==> src/rtl/vftm_pkg.sv <==
// shared types and constants for the vsync flip timing monitor
// no dependencies; every other file of the block but vftm_ram imports this package

package vftm_pkg;

  localparam int SEC_W   = 32;
  localparam int USEC_W  = 20;
  localparam int CNT_W   = 32;
  localparam int NOW_W   = 63;
  localparam int STAMP_W = 64;
  localparam int OUT_W   = 32;

  localparam int PENDING_DEPTH_DEF = 16;

  localparam logic [STAMP_W-1:0] NS_PER_SEC = 64'd1_000_000_000;

  // configuration register indexes
  localparam int CFG_IDX_W = 1;
  localparam logic [CFG_IDX_W-1:0] CFG_EXPECTED = 1'b0;
  localparam logic [CFG_IDX_W-1:0] CFG_CAPTURE  = 1'b1;
  localparam logic [OUT_W-1:0]     EXPECTED_RST = 32'd16_666_666;

  typedef enum logic [1:0] {
    KIND_FLIP    = 2'd0,
    KIND_SUBMIT  = 2'd1,
    KIND_DISCARD = 2'd2,
    KIND_RESET   = 2'd3
  } kind_t;

  typedef struct packed {
    kind_t             kind;
    logic [SEC_W-1:0]  flip_seconds;
    logic [USEC_W-1:0] flip_micros;
    logic [CNT_W-1:0]  flip_counter;
    logic [NOW_W-1:0]  now_ns;
  } vftm_in_t;

  typedef struct packed {
    logic [OUT_W-1:0] period_ns;
    logic [OUT_W-1:0] skipped_count;
    logic [OUT_W-1:0] drop_total;
    logic             latency_valid;
    logic [OUT_W-1:0] latency_ns;
    logic             submit_dropped;
  } vftm_out_t;

endpackage

==> src/rtl/vftm_ram.sv <==
// generic single-write, single-read ram with registered read data
// depends on nothing

module vftm_ram #(
  parameter int WIDTH = 8,
  parameter int DEPTH = 16,
  parameter int AW    = (DEPTH > 1) ? $clog2(DEPTH) : 1
) (
  input  logic             clk,
  input  logic             we,
  input  logic [AW-1:0]    waddr,
  input  logic [WIDTH-1:0] wdata,
  input  logic             re,
  input  logic [AW-1:0]    raddr,
  output logic [WIDTH-1:0] rdata
);

  logic [WIDTH-1:0] mem_r [DEPTH];
  logic [WIDTH-1:0] rdata_r;

  always_ff @(posedge clk) begin
    if (we) begin
      mem_r[waddr] <= wdata;
    end
    if (re) begin
      rdata_r <= mem_r[raddr];
    end
  end

  assign rdata = rdata_r;

endmodule

==> src/rtl/vftm_stamp_mul.sv <==
// bit-serial conversion of a seconds/microseconds stamp into nanoseconds
// depends on vftm_pkg; one seconds bit per cycle, shift-and-add

module vftm_stamp_mul
  import vftm_pkg::*;
(
  input  logic               clk,
  input  logic               rst_n,
  input  logic               start,
  input  logic [SEC_W-1:0]   sec,
  input  logic [USEC_W-1:0]  usec,
  output logic               done,
  output logic [STAMP_W-1:0] stamp
);

  localparam int STEP_W = $clog2(SEC_W);

  logic [STAMP_W-1:0] acc_r, acc_nxt;
  logic [STAMP_W-1:0] mcand_r, mcand_nxt;
  logic [SEC_W-1:0]   sec_r, sec_nxt;
  logic [STEP_W-1:0]  step_r, step_nxt;
  logic               busy_r, busy_nxt;
  logic               done_r, done_nxt;
  logic [STAMP_W-1:0] usec_ext;
  logic [STAMP_W-1:0] usec_ns;

  // usec * 1000 as usec * (1024 - 16 - 8)
  assign usec_ext = STAMP_W'(usec);
  assign usec_ns  = (usec_ext << 10) - (usec_ext << 4) - (usec_ext << 3);

  always_comb begin
    acc_nxt   = acc_r;
    mcand_nxt = mcand_r;
    sec_nxt   = sec_r;
    step_nxt  = step_r;
    busy_nxt  = busy_r;
    done_nxt  = 1'b0;
    if (start) begin
      acc_nxt   = usec_ns;
      mcand_nxt = NS_PER_SEC;
      sec_nxt   = sec;
      step_nxt  = '0;
      busy_nxt  = 1'b1;
    end else if (busy_r) begin
      if (sec_r[0]) begin
        acc_nxt = acc_r + mcand_r;
      end
      mcand_nxt = mcand_r << 1;
      sec_nxt   = sec_r >> 1;
      step_nxt  = step_r + 1'b1;
      if (step_r == STEP_W'(SEC_W - 1)) begin
        busy_nxt = 1'b0;
        done_nxt = 1'b1;
      end
    end
  end

  always_ff @(posedge clk) begin
    if (!rst_n) begin
      busy_r <= 1'b0;
      done_r <= 1'b0;
      step_r <= '0;
    end else begin
      busy_r <= busy_nxt;
      done_r <= done_nxt;
      step_r <= step_nxt;
    end
    acc_r   <= acc_nxt;
    mcand_r <= mcand_nxt;
    sec_r   <= sec_nxt;
  end

  assign done  = done_r;
  assign stamp = acc_r;

endmodule

==> src/rtl/vftm_div.sv <==
// radix-2 restoring divider: 64-bit time delta over 32-bit counter delta
// depends on vftm_pkg; quotient saturates at 32 bits, one bit per cycle

module vftm_div
  import vftm_pkg::*;
(
  input  logic               clk,
  input  logic               rst_n,
  input  logic               start,
  input  logic [STAMP_W-1:0] dividend,
  input  logic [OUT_W-1:0]   divisor,
  output logic               done,
  output logic [OUT_W-1:0]   quot
);

  localparam int STEP_W = $clog2(OUT_W);

  logic [OUT_W-1:0]  rem_r, rem_nxt;
  logic [OUT_W-1:0]  q_r, q_nxt;
  logic [OUT_W-1:0]  dvs_r, dvs_nxt;
  logic [STEP_W-1:0] step_r, step_nxt;
  logic              busy_r, busy_nxt;
  logic              done_r, done_nxt;
  logic [OUT_W:0]    trial;
  logic [OUT_W:0]    diff;
  logic              ge;
  logic [OUT_W-1:0]  hi;

  assign hi    = dividend[STAMP_W-1 -: OUT_W];
  assign trial = {rem_r, q_r[OUT_W-1]};
  assign diff  = trial - {1'b0, dvs_r};
  assign ge    = (trial >= {1'b0, dvs_r});

  always_comb begin
    rem_nxt  = rem_r;
    q_nxt    = q_r;
    dvs_nxt  = dvs_r;
    step_nxt = step_r;
    busy_nxt = busy_r;
    done_nxt = 1'b0;
    if (start) begin
      dvs_nxt  = divisor;
      step_nxt = '0;
      if (hi >= divisor) begin
        // quotient would not fit in 32 bits
        q_nxt    = '1;
        done_nxt = 1'b1;
      end else begin
        rem_nxt  = hi;
        q_nxt    = dividend[OUT_W-1:0];
        busy_nxt = 1'b1;
      end
    end else if (busy_r) begin
      // remainder stays below the divisor, so the difference fits
      rem_nxt  = ge ? diff[OUT_W-1:0] : trial[OUT_W-1:0];
      q_nxt    = {q_r[OUT_W-2:0], ge};
      step_nxt = step_r + 1'b1;
      if (step_r == STEP_W'(OUT_W - 1)) begin
        busy_nxt = 1'b0;
        done_nxt = 1'b1;
      end
    end
  end

  always_ff @(posedge clk) begin
    if (!rst_n) begin
      busy_r <= 1'b0;
      done_r <= 1'b0;
      step_r <= '0;
    end else begin
      busy_r <= busy_nxt;
      done_r <= done_nxt;
      step_r <= step_nxt;
    end
    rem_r <= rem_nxt;
    q_r   <= q_nxt;
    dvs_r <= dvs_nxt;
  end

  assign done = done_r;
  assign quot = q_r;

endmodule

==> src/rtl/vsync_flip_timing_monitor_core.sv <==
// top level of the vsync flip timing monitor: control sequencer and state
// depends on vftm_pkg, vftm_ram, vftm_stamp_mul and vftm_div

// The monitor takes one item at a time and returns exactly one result item
// for each. Submit, discard and reset items go from idle straight to the
// output state. A flip first turns its seconds/microseconds stamp into
// nanoseconds in a bit-serial shift-and-add unit (one seconds bit per cycle),
// then pairs it with the oldest pending submit and updates the period state.
// When a period is measured and the counter has advanced, a restoring divider
// (one quotient bit per cycle) divides the time delta by the counter delta.
// Results sit in an output register, so the next item is accepted while a
// result waits to be taken. Pending submit stamps live in a ram of
// PENDING_DEPTH entries; a submit with a full queue is dropped and flagged.
// Configuration (expected period, capture enable) is to be written by the
// user only while the block is idle; the block itself does not enforce it.
// Clearing capture empties the pending queue.

module vsync_flip_timing_monitor_core
  import vftm_pkg::*;
#(
  parameter int PENDING_DEPTH = PENDING_DEPTH_DEF
) (
  input  logic                 clk,
  input  logic                 rst_n,
  input  logic                 in_valid,
  output logic                 in_ready,
  input  vftm_in_t             in_data,
  output logic                 out_valid,
  input  logic                 out_ready,
  output vftm_out_t            out_data,
  input  logic                 cfg_we,
  input  logic [CFG_IDX_W-1:0] cfg_index,
  input  logic [OUT_W-1:0]     cfg_wdata
);

  localparam int AW = (PENDING_DEPTH > 1) ? $clog2(PENDING_DEPTH) : 1;
  localparam int FW = $clog2(PENDING_DEPTH + 1);

  typedef enum logic [5:0] {
    S_IDLE = 6'b000001,
    S_MUL  = 6'b000010,
    S_LAT  = 6'b000100,
    S_EVAL = 6'b001000,
    S_DIV  = 6'b010000,
    S_OUT  = 6'b100000
  } state_t;

  state_t             state_r, state_nxt;
  logic [OUT_W-1:0]   exp_r, exp_nxt;
  logic               cap_r, cap_nxt;
  logic [STAMP_W-1:0] last_stamp_r, last_stamp_nxt;
  logic [CNT_W-1:0]   last_cnt_r, last_cnt_nxt;
  logic               last_valid_r, last_valid_nxt;
  logic [OUT_W-1:0]   period_r, period_nxt;
  logic [OUT_W-1:0]   skipped_r, skipped_nxt;
  logic [OUT_W-1:0]   drop_r, drop_nxt;
  logic [AW-1:0]      head_r, head_nxt;
  logic [AW-1:0]      tail_r, tail_nxt;
  logic [FW-1:0]      fill_r, fill_nxt;
  logic [CNT_W-1:0]   cnt_in_r, cnt_in_nxt;
  logic               lat_valid_r, lat_valid_nxt;
  logic [OUT_W-1:0]   lat_r, lat_nxt;
  logic               sub_drop_r, sub_drop_nxt;
  logic               out_valid_r, out_valid_nxt;
  vftm_out_t          out_data_r, out_data_nxt;

  logic               mul_start, mul_done;
  logic [STAMP_W-1:0] stamp;
  logic               div_start, div_done;
  logic [OUT_W-1:0]   quot;
  logic               ram_we, ram_re;
  logic [NOW_W-1:0]   sub_stamp;

  // datapath terms of a flip
  logic [STAMP_W-1:0] dt;
  logic [CNT_W-1:0]   dc;
  logic               meas;
  logic [STAMP_W-1:0] lat_diff;
  logic               lat_ok;
  logic [OUT_W:0]     drop_sum;
  logic               q_empty, q_full;

  function automatic logic [AW-1:0] ptr_inc(input logic [AW-1:0] ptr);
    ptr_inc = (ptr == AW'(PENDING_DEPTH - 1)) ? '0 : ptr + 1'b1;
  endfunction

  vftm_stamp_mul u_mul (
    .clk   (clk),
    .rst_n (rst_n),
    .start (mul_start),
    .sec   (in_data.flip_seconds),
    .usec  (in_data.flip_micros),
    .done  (mul_done),
    .stamp (stamp)
  );

  vftm_div u_div (
    .clk      (clk),
    .rst_n    (rst_n),
    .start    (div_start),
    .dividend (dt),
    .divisor  (dc),
    .done     (div_done),
    .quot     (quot)
  );

  vftm_ram #(
    .WIDTH (NOW_W),
    .DEPTH (PENDING_DEPTH),
    .AW    (AW)
  ) u_pending (
    .clk   (clk),
    .we    (ram_we),
    .waddr (tail_r),
    .wdata (in_data.now_ns),
    .re    (ram_re),
    .raddr (head_r),
    .rdata (sub_stamp)
  );

  assign q_empty = (fill_r == '0);
  assign q_full  = (fill_r == FW'(PENDING_DEPTH));

  // measurement needs an earlier nonzero stamp that is older than this one
  assign meas = last_valid_r && (last_stamp_r != '0) && (stamp > last_stamp_r);
  assign dt   = stamp - last_stamp_r;
  assign dc   = cnt_in_r - last_cnt_r;

  // submit-to-flip latency only when the flip stamp is later than the submit
  assign lat_diff = stamp - {1'b0, sub_stamp};
  assign lat_ok   = (stamp != '0) && (stamp > {1'b0, sub_stamp});

  assign drop_sum = {1'b0, drop_r} + {1'b0, skipped_r};

  assign in_ready = (state_r == S_IDLE);

  always_comb begin
    state_nxt      = state_r;
    exp_nxt        = exp_r;
    cap_nxt        = cap_r;
    last_stamp_nxt = last_stamp_r;
    last_cnt_nxt   = last_cnt_r;
    last_valid_nxt = last_valid_r;
    period_nxt     = period_r;
    skipped_nxt    = skipped_r;
    drop_nxt       = drop_r;
    head_nxt       = head_r;
    tail_nxt       = tail_r;
    fill_nxt       = fill_r;
    cnt_in_nxt     = cnt_in_r;
    lat_valid_nxt  = lat_valid_r;
    lat_nxt        = lat_r;
    sub_drop_nxt   = sub_drop_r;
    out_valid_nxt  = out_valid_r;
    out_data_nxt   = out_data_r;
    mul_start      = 1'b0;
    div_start      = 1'b0;
    ram_we         = 1'b0;
    ram_re         = 1'b0;

    if (out_valid_r && out_ready) begin
      out_valid_nxt = 1'b0;
    end

    // the user must write registers only while idle; the block itself does not enforce it
    if (cfg_we) begin
      case (cfg_index)
        CFG_EXPECTED: begin
          exp_nxt = cfg_wdata;
        end
        CFG_CAPTURE: begin
          cap_nxt = cfg_wdata[0];
          if (!cfg_wdata[0]) begin
            head_nxt = '0;
            tail_nxt = '0;
            fill_nxt = '0;
          end
        end
        default: begin
          exp_nxt = exp_r;
        end
      endcase
    end

    case (state_r)
      S_IDLE: begin
        if (in_valid) begin
          lat_valid_nxt = 1'b0;
          lat_nxt       = '0;
          sub_drop_nxt  = 1'b0;
          state_nxt     = S_OUT;
          case (in_data.kind)
            KIND_FLIP: begin
              // start the stamp conversion and fetch the oldest submit
              mul_start  = 1'b1;
              ram_re     = 1'b1;
              cnt_in_nxt = in_data.flip_counter;
              state_nxt  = S_MUL;
            end
            KIND_SUBMIT: begin
              if (cap_r) begin
                if (q_full) begin
                  sub_drop_nxt = 1'b1;
                end else begin
                  ram_we   = 1'b1;
                  tail_nxt = ptr_inc(tail_r);
                  fill_nxt = fill_r + 1'b1;
                end
              end
            end
            KIND_DISCARD: begin
              if (!q_empty) begin
                head_nxt = ptr_inc(head_r);
                fill_nxt = fill_r - 1'b1;
              end
            end
            KIND_RESET: begin
              last_stamp_nxt = '0;
              last_cnt_nxt   = '0;
              last_valid_nxt = 1'b0;
              period_nxt     = '0;
              skipped_nxt    = '0;
              drop_nxt       = '0;
              head_nxt       = '0;
              tail_nxt       = '0;
              fill_nxt       = '0;
            end
            default: begin
              state_nxt = S_OUT;
            end
          endcase
        end
      end

      S_MUL: begin
        if (mul_done) begin
          state_nxt = S_LAT;
        end
      end

      S_LAT: begin
        // pop the oldest pending submit and pair it with this flip
        if (cap_r && !q_empty) begin
          head_nxt = ptr_inc(head_r);
          fill_nxt = fill_r - 1'b1;
          if (lat_ok) begin
            lat_valid_nxt = 1'b1;
            lat_nxt       = (lat_diff[STAMP_W-1:OUT_W] != '0) ? '1 : lat_diff[OUT_W-1:0];
          end
        end
        state_nxt = S_EVAL;
      end

      S_EVAL: begin
        state_nxt = S_OUT;
        if (meas) begin
          if (cnt_in_r > last_cnt_r) begin
            div_start   = 1'b1;
            skipped_nxt = dc - 1'b1;
            state_nxt   = S_DIV;
          end else if (cnt_in_r == last_cnt_r) begin
            skipped_nxt = '0;
          end else begin
            // counter went backwards
            period_nxt  = exp_r;
            skipped_nxt = '0;
          end
        end else if (exp_r != '0) begin
          period_nxt  = exp_r;
          skipped_nxt = '0;
        end
        last_stamp_nxt = stamp;
        last_cnt_nxt   = cnt_in_r;
        last_valid_nxt = 1'b1;
      end

      S_DIV: begin
        if (div_done) begin
          period_nxt = quot;
          // only multi-vsync skips count as drops
          if (skipped_r[OUT_W-1:1] != '0) begin
            drop_nxt = drop_sum[OUT_W] ? '1 : drop_sum[OUT_W-1:0];
          end
          state_nxt = S_OUT;
        end
      end

      S_OUT: begin
        if (!out_valid_r || out_ready) begin
          out_data_nxt.period_ns      = period_r;
          out_data_nxt.skipped_count  = skipped_r;
          out_data_nxt.drop_total     = drop_r;
          out_data_nxt.latency_valid  = lat_valid_r;
          out_data_nxt.latency_ns     = lat_r;
          out_data_nxt.submit_dropped = sub_drop_r;
          out_valid_nxt               = 1'b1;
          state_nxt                   = S_IDLE;
        end
      end

      default: begin
        state_nxt = S_IDLE;
      end
    endcase
  end

  always_ff @(posedge clk) begin
    if (!rst_n) begin
      state_r      <= S_IDLE;
      exp_r        <= EXPECTED_RST;
      cap_r        <= 1'b0;
      last_stamp_r <= '0;
      last_cnt_r   <= '0;
      last_valid_r <= 1'b0;
      period_r     <= '0;
      skipped_r    <= '0;
      drop_r       <= '0;
      head_r       <= '0;
      tail_r       <= '0;
      fill_r       <= '0;
      out_valid_r  <= 1'b0;
    end else begin
      state_r      <= state_nxt;
      exp_r        <= exp_nxt;
      cap_r        <= cap_nxt;
      last_stamp_r <= last_stamp_nxt;
      last_cnt_r   <= last_cnt_nxt;
      last_valid_r <= last_valid_nxt;
      period_r     <= period_nxt;
      skipped_r    <= skipped_nxt;
      drop_r       <= drop_nxt;
      head_r       <= head_nxt;
      tail_r       <= tail_nxt;
      fill_r       <= fill_nxt;
      out_valid_r  <= out_valid_nxt;
    end
    cnt_in_r    <= cnt_in_nxt;
    lat_valid_r <= lat_valid_nxt;
    lat_r       <= lat_nxt;
    sub_drop_r  <= sub_drop_nxt;
    out_data_r  <= out_data_nxt;
  end

  assign out_valid = out_valid_r;
  assign out_data  = out_data_r;

endmodule

==> config.mk <==
export PLATFORM = sky130hd
export DESIGN_NAME = vsync_flip_timing_monitor_core
export DESIGN_NICKNAME = d
export VERILOG_FILES = /design/src/rtl/vftm_pkg.sv /design/src/rtl/vftm_ram.sv /design/src/rtl/vftm_stamp_mul.sv /design/src/rtl/vftm_div.sv /design/src/rtl/vsync_flip_timing_monitor_core.sv
export SDC_FILE = /design/constraint.sdc
export NUM_CORES = 2
export LEC_CHECK = 0
export ABC_AREA = 1
export ABC_CLOCK_PERIOD_IN_PS = 11100
export BUFFER_PORTS_ARGS = -buffer_cell sky130_fd_sc_hd__buf_2
export CAP_MARGIN = 20
export CORE_UTILIZATION = 28
export CTS_BUF_LIST = sky130_fd_sc_hd__clkbuf_8
export CTS_CLUSTER_DIAMETER = 200
export DETAILED_ROUTE_END_ITERATION = 6
export PLACE_DENSITY = 0.51
export SYNTH_ARGS = -nofsm -noshare
export SYNTH_HDL_FRONTEND = slang
export SYNTH_SLANG_ARGS = --single-unit
==> constraint.sdc <==
create_clock -name clk -period 11.1 [get_ports clk]
set_clock_uncertainty 0.2 [all_clocks]
set_input_delay 2.22 -clock clk [delete_from_list [all_inputs] [get_ports clk]]
set_output_delay 2.22 -clock clk [all_outputs]
set_load 0.01 [all_outputs]
==> flow_metrics.py <==
metrics = {
    "cells_and_area": {
        "nNetsFinal": 11000,
        "area_growth_pct": 13.9,
        "final_common_cell": "nand2_1",
        "final_cells": 15100,
        "layout_common_cells": "2210 x nand2_1, 1527 x inv_1, 1456 x edfxtp_1, 912 x a21oi_1",
        "drive_gt1_frac": 0.0863,
    },
    "grt": {
        "grt_pass1_vias": 69100,
        "antenna_found_initial": 50,
        "grt_max_degree": 169,
        "grt_pass1_wl_um": 466000,
        "overflow": 0,
        "grt_usage": 0.188,
    },
    "floorplan": {
        "start_util": 0.282,
        "num_rows": 210,
        "dieArea_um2": 332000,
        "die-height_um": 576,
        "core_um2": 328000,
        "io_pins": 319,
        "fp.dieW_um": 576,
    },
    "routing": {
        "drt_iter0_markers": 5789,
        "via_count": 72700,
        "firstDrtPassIters": 6,
        "wl_per_cell_um": 21.4,
        "detail_route.vias_per_cell": 4.81,
        "finalWirelength_um": 322000,
        "drc_errors": 0,
        "drtAntennaViolNets": 0,
    },
    "setup_path": {
        "crit_path_start": "u_mul.stamp[3]",
        "r2r_cells": 21,
        "crit_slowest_cell": "edfxtp_1",
        "critPathArrivalTime_ns": 6.56,
        "worstPathMaxFanout": 32,
        "cp_common_cell": "nand3_1",
        "path_cells": "inv_1 > ha_1 > fa_1 > o21ai_1 > a21boi_0 > o21ai_0 > nand3_1 > nand3_1 > a31oi_1 > xor2_1 > ha_1 > nand2_1 > nor4_1 > inv_1 > nor4_1 > nand4_1 > nand3_1 > buf_4 > nand2_1 > and2_1 > buf_4",
        "r2r_slack_ns": 5.02,
        "r2r-start": "u_mul.stamp[3]",
        "cpPeakStageDelay_ns": 0.52,
        "start_kind": "flip-flop",
        "end_kind": "flip-flop",
        "critical_path_class": "reg2reg",
        "cp.required_ns": 11.58,
        "rr_endpoint": "u_div.rem_r[2]",
    },
    "placement": {
        "dpl.hpwl_um": 232000,
        "port_buffers": 318,
        "dp.cells": 14500,
        "place.gp.congestion": 0.994,
        "place_ws_ns": 4.63,
    },
    "timing": {
        "slew_headroom": 0.269,
        "tightest_slew_ns": 1.08,
        "rsz0062_at_grt": "false",
        "setup_tns_ns": 0,
        "fmax_mhz": 165,
        "setup_viol": 0,
        "hold_violations": 0,
        "fin_crit_ns": 6.08,
        "slew_viol_final": 0,
        "period_share": 0.548,
        "setup_slack_ns": 5.02,
        "worst_hold_slack_ns": 0.210,
    },
    "logic_synthesis": {
        "synth_warnings": 0,
        "ys_seq_area_frac": 0.541,
        "async_flop_share": 0,
        "synth_nets": 10600,
        "synth-main-ff-cell": "edfxtp_1",
        "avgSynthCellArea_um2": 9.16,
        "ys_seq_elements": 1768,
        "synthDistinctLibCells": 67,
        "synth_edf_count": 1456,
        "syn_area_um2": 92400,
        "netlist_instances": 10100,
    },
    "clocking": {
        "cts_setup_buffers": 0,
        "ctsResizeCount": 0,
        "h-tree-depth": 5,
        "numClockSinks": 1768,
        "clockBufferDepth": 4,
        "cts_made_buffers": 317,
        "hold_buffers": 0,
        "clk_pin_slew_worst_paths_ns": 0.07,
        "cts.root.buffer_cell": "clkbuf_8",
        "clock_latency_ns": 1.04,
        "cts_tree": "done",
    },
    "power_and_ir_drop": {
        "power_density_nw_per_um2": 155,
        "p_sw_frac": 0.311,
        "clkPwrFrac": 0.361,
        "pwr-share-comb": 0.173,
        "ir_worst_vdd_v": 0.000108,
        "p_sw_mw": 5.08,
        "power.share.sequential": 0.466,
        "p_leak_nw": 41.0,
        "p_total_mw": 16.3,
        "power.internal_mw": 11.3,
    },
    "run_status": {
        "outcome": "finished clean",
    },
    "worst_hold_path": {
        "whs_endpoint": "out_data[108]",
        "holdCritPathClass": "reg2reg",
        "hold_start": "period_r[10]",
        "hold_depth": 0,
    },
    "run": {
        "drv_cap": 0,
    },
}
-- critical path: cells and delay by family (launching register included) --
kind	cells	cell delay (ns)
simple gates	9	1.86
compound gates	4	1.24
fa+ha+maj	3	1.00
buf+inv	4	0.70
flops	1	0.52
xor+xnor	1	0.20
-- cell families (layout without fill, tap and decap cells) --
family                     count (synthesis)  after routing  synth area share
AOI/OAI and AO/OA                       2100           2100             0.127
muxes                                    252            252            0.0273
other                                      0             14                 0
buffers and inverters                   1765           2420            0.0731
DFF                                     1768           1768             0.541
xor gates and xnor gates                 220            220            0.0209
and+or+nand+nor                         3619           3619             0.161
adders and majority gates                357            357            0.0488
-- synth_stat cells, drive strengths merged, types with 2 or more instances --
| master | count | share of area |
|---|---|---|
| nand2 | 2222 | 0.091 |
| edfxtp | 1456 | 0.47 |
| inv | 1426 | 0.058 |
| a21oi | 914 | 0.050 |
| nor2 | 670 | 0.028 |
| o21ai | 660 | 0.036 |
| nand3 | 445 | 0.024 |
| ha | 352 | 0.048 |
| dfxtp | 312 | 0.068 |
| o211ai | 284 | 0.023 |
| mux2i | 252 | 0.027 |
| clkbuf | 249 | 0.010 |
| xor2 | 135 | 0.013 |
| buf | 89 | 0.0050 |
| xnor2 | 85 | 0.0081 |
| nand4 | 84 | 0.0057 |
| nor3 | 71 | 0.0041 |
| nor4 | 71 | 0.0050 |
| a31oi | 61 | 0.0041 |
| o21bai | 45 | 0.0037 |
| a21o | 34 | 0.0028 |
| o22ai | 34 | 0.0023 |
| nand3b | 18 | 0.0015 |
| or2 | 17 | 0.0012 |
| a21boi | 13 | 0.0011 |
| o21a | 13 | 0.0011 |
| and2 | 12 | 0.00081 |
| a211oi | 9 | 0.00073 |
| a221oi | 9 | 0.00085 |
| and3 | 6 | 0.00041 |
| o221ai | 6 | 0.00057 |
| fa | 5 | 0.0011 |
| o2111ai | 5 | 0.00047 |
| o31ai | 3 | 0.00024 |
| a22oi | 2 | 0.00016 |
| a311oi | 2 | 0.00026 |
| nor3b | 2 | 0.00016 |
-- through the flow --
step	utilization	area, um2
floorplan	-	92400
global placement	0.302	99100
detailed placement	0.302	99100
CTS	0.321	105000
global route	0.321	105000
finish	0.321	105000
-- registers in the layout, indices dropped and copies added, names as in the netlist, 55 cells and up --
register	cells
last_stamp_r	61
out_data	130
u_mul.mcand_r	55
u_mul.stamp	61
u_pending.mem_r	1008
u_pending.rdata	63
-- power by group through the flow --
stage | clock network (mW) | logic [mW] | registers (mW)
final | 5.90 | 2.82 | 7.61
after global routing | 6.35 | 3.07 | 7.62
after CTS | 6.08 | 2.80 | 7.61
after detailed placement | 0 | 2.79 | 7.75
after global placement | 0 | 2.81 | 7.75
after floorplan | 0 | 1.70 | 7.68
-- worst max-delay path by stage --
stage	endpoint	slack, ns
global placement	u_mul.stamp[30]	4.67
CTS	u_div.rem_r[2]	5.05
finish	u_div.rem_r[2]	5.02
global route	u_div.rem_r[2]	4.54
detailed placement	u_mul.stamp[41]	4.63
floorplan	out_data[0]	2.63
-- per-layer routing --
| metal | global-route usage | vias to the layer above | part of all wire | wire length, um |
|---|---|---|---|---|
| met5 | 0 | - | 0.00060 | 195 |
| met4 | 0.0758 | 30 | 0.043 | 13800 |
| met3 | 0.0279 | 533 | 0.055 | 17700 |
| met2 | 0.305 | 2041 | 0.46 | 147000 |
| met1 | 0.249 | 34800 | 0.45 | 144000 |
| li1 | - | 35300 | - | - |
-- final cells by class --
cell class	count	area [um2]
fill	34300	222000
sequential	1768	50000
multi-input combinational	6548	35900
tap	4346	5440
inverter	1427	5380
clock buffer	341	4690
timing repair buffer	424	2470
clock inverter	228	1320
antenna	14	35.0
No activity file was read; power rests on OpenSTA's default activity.
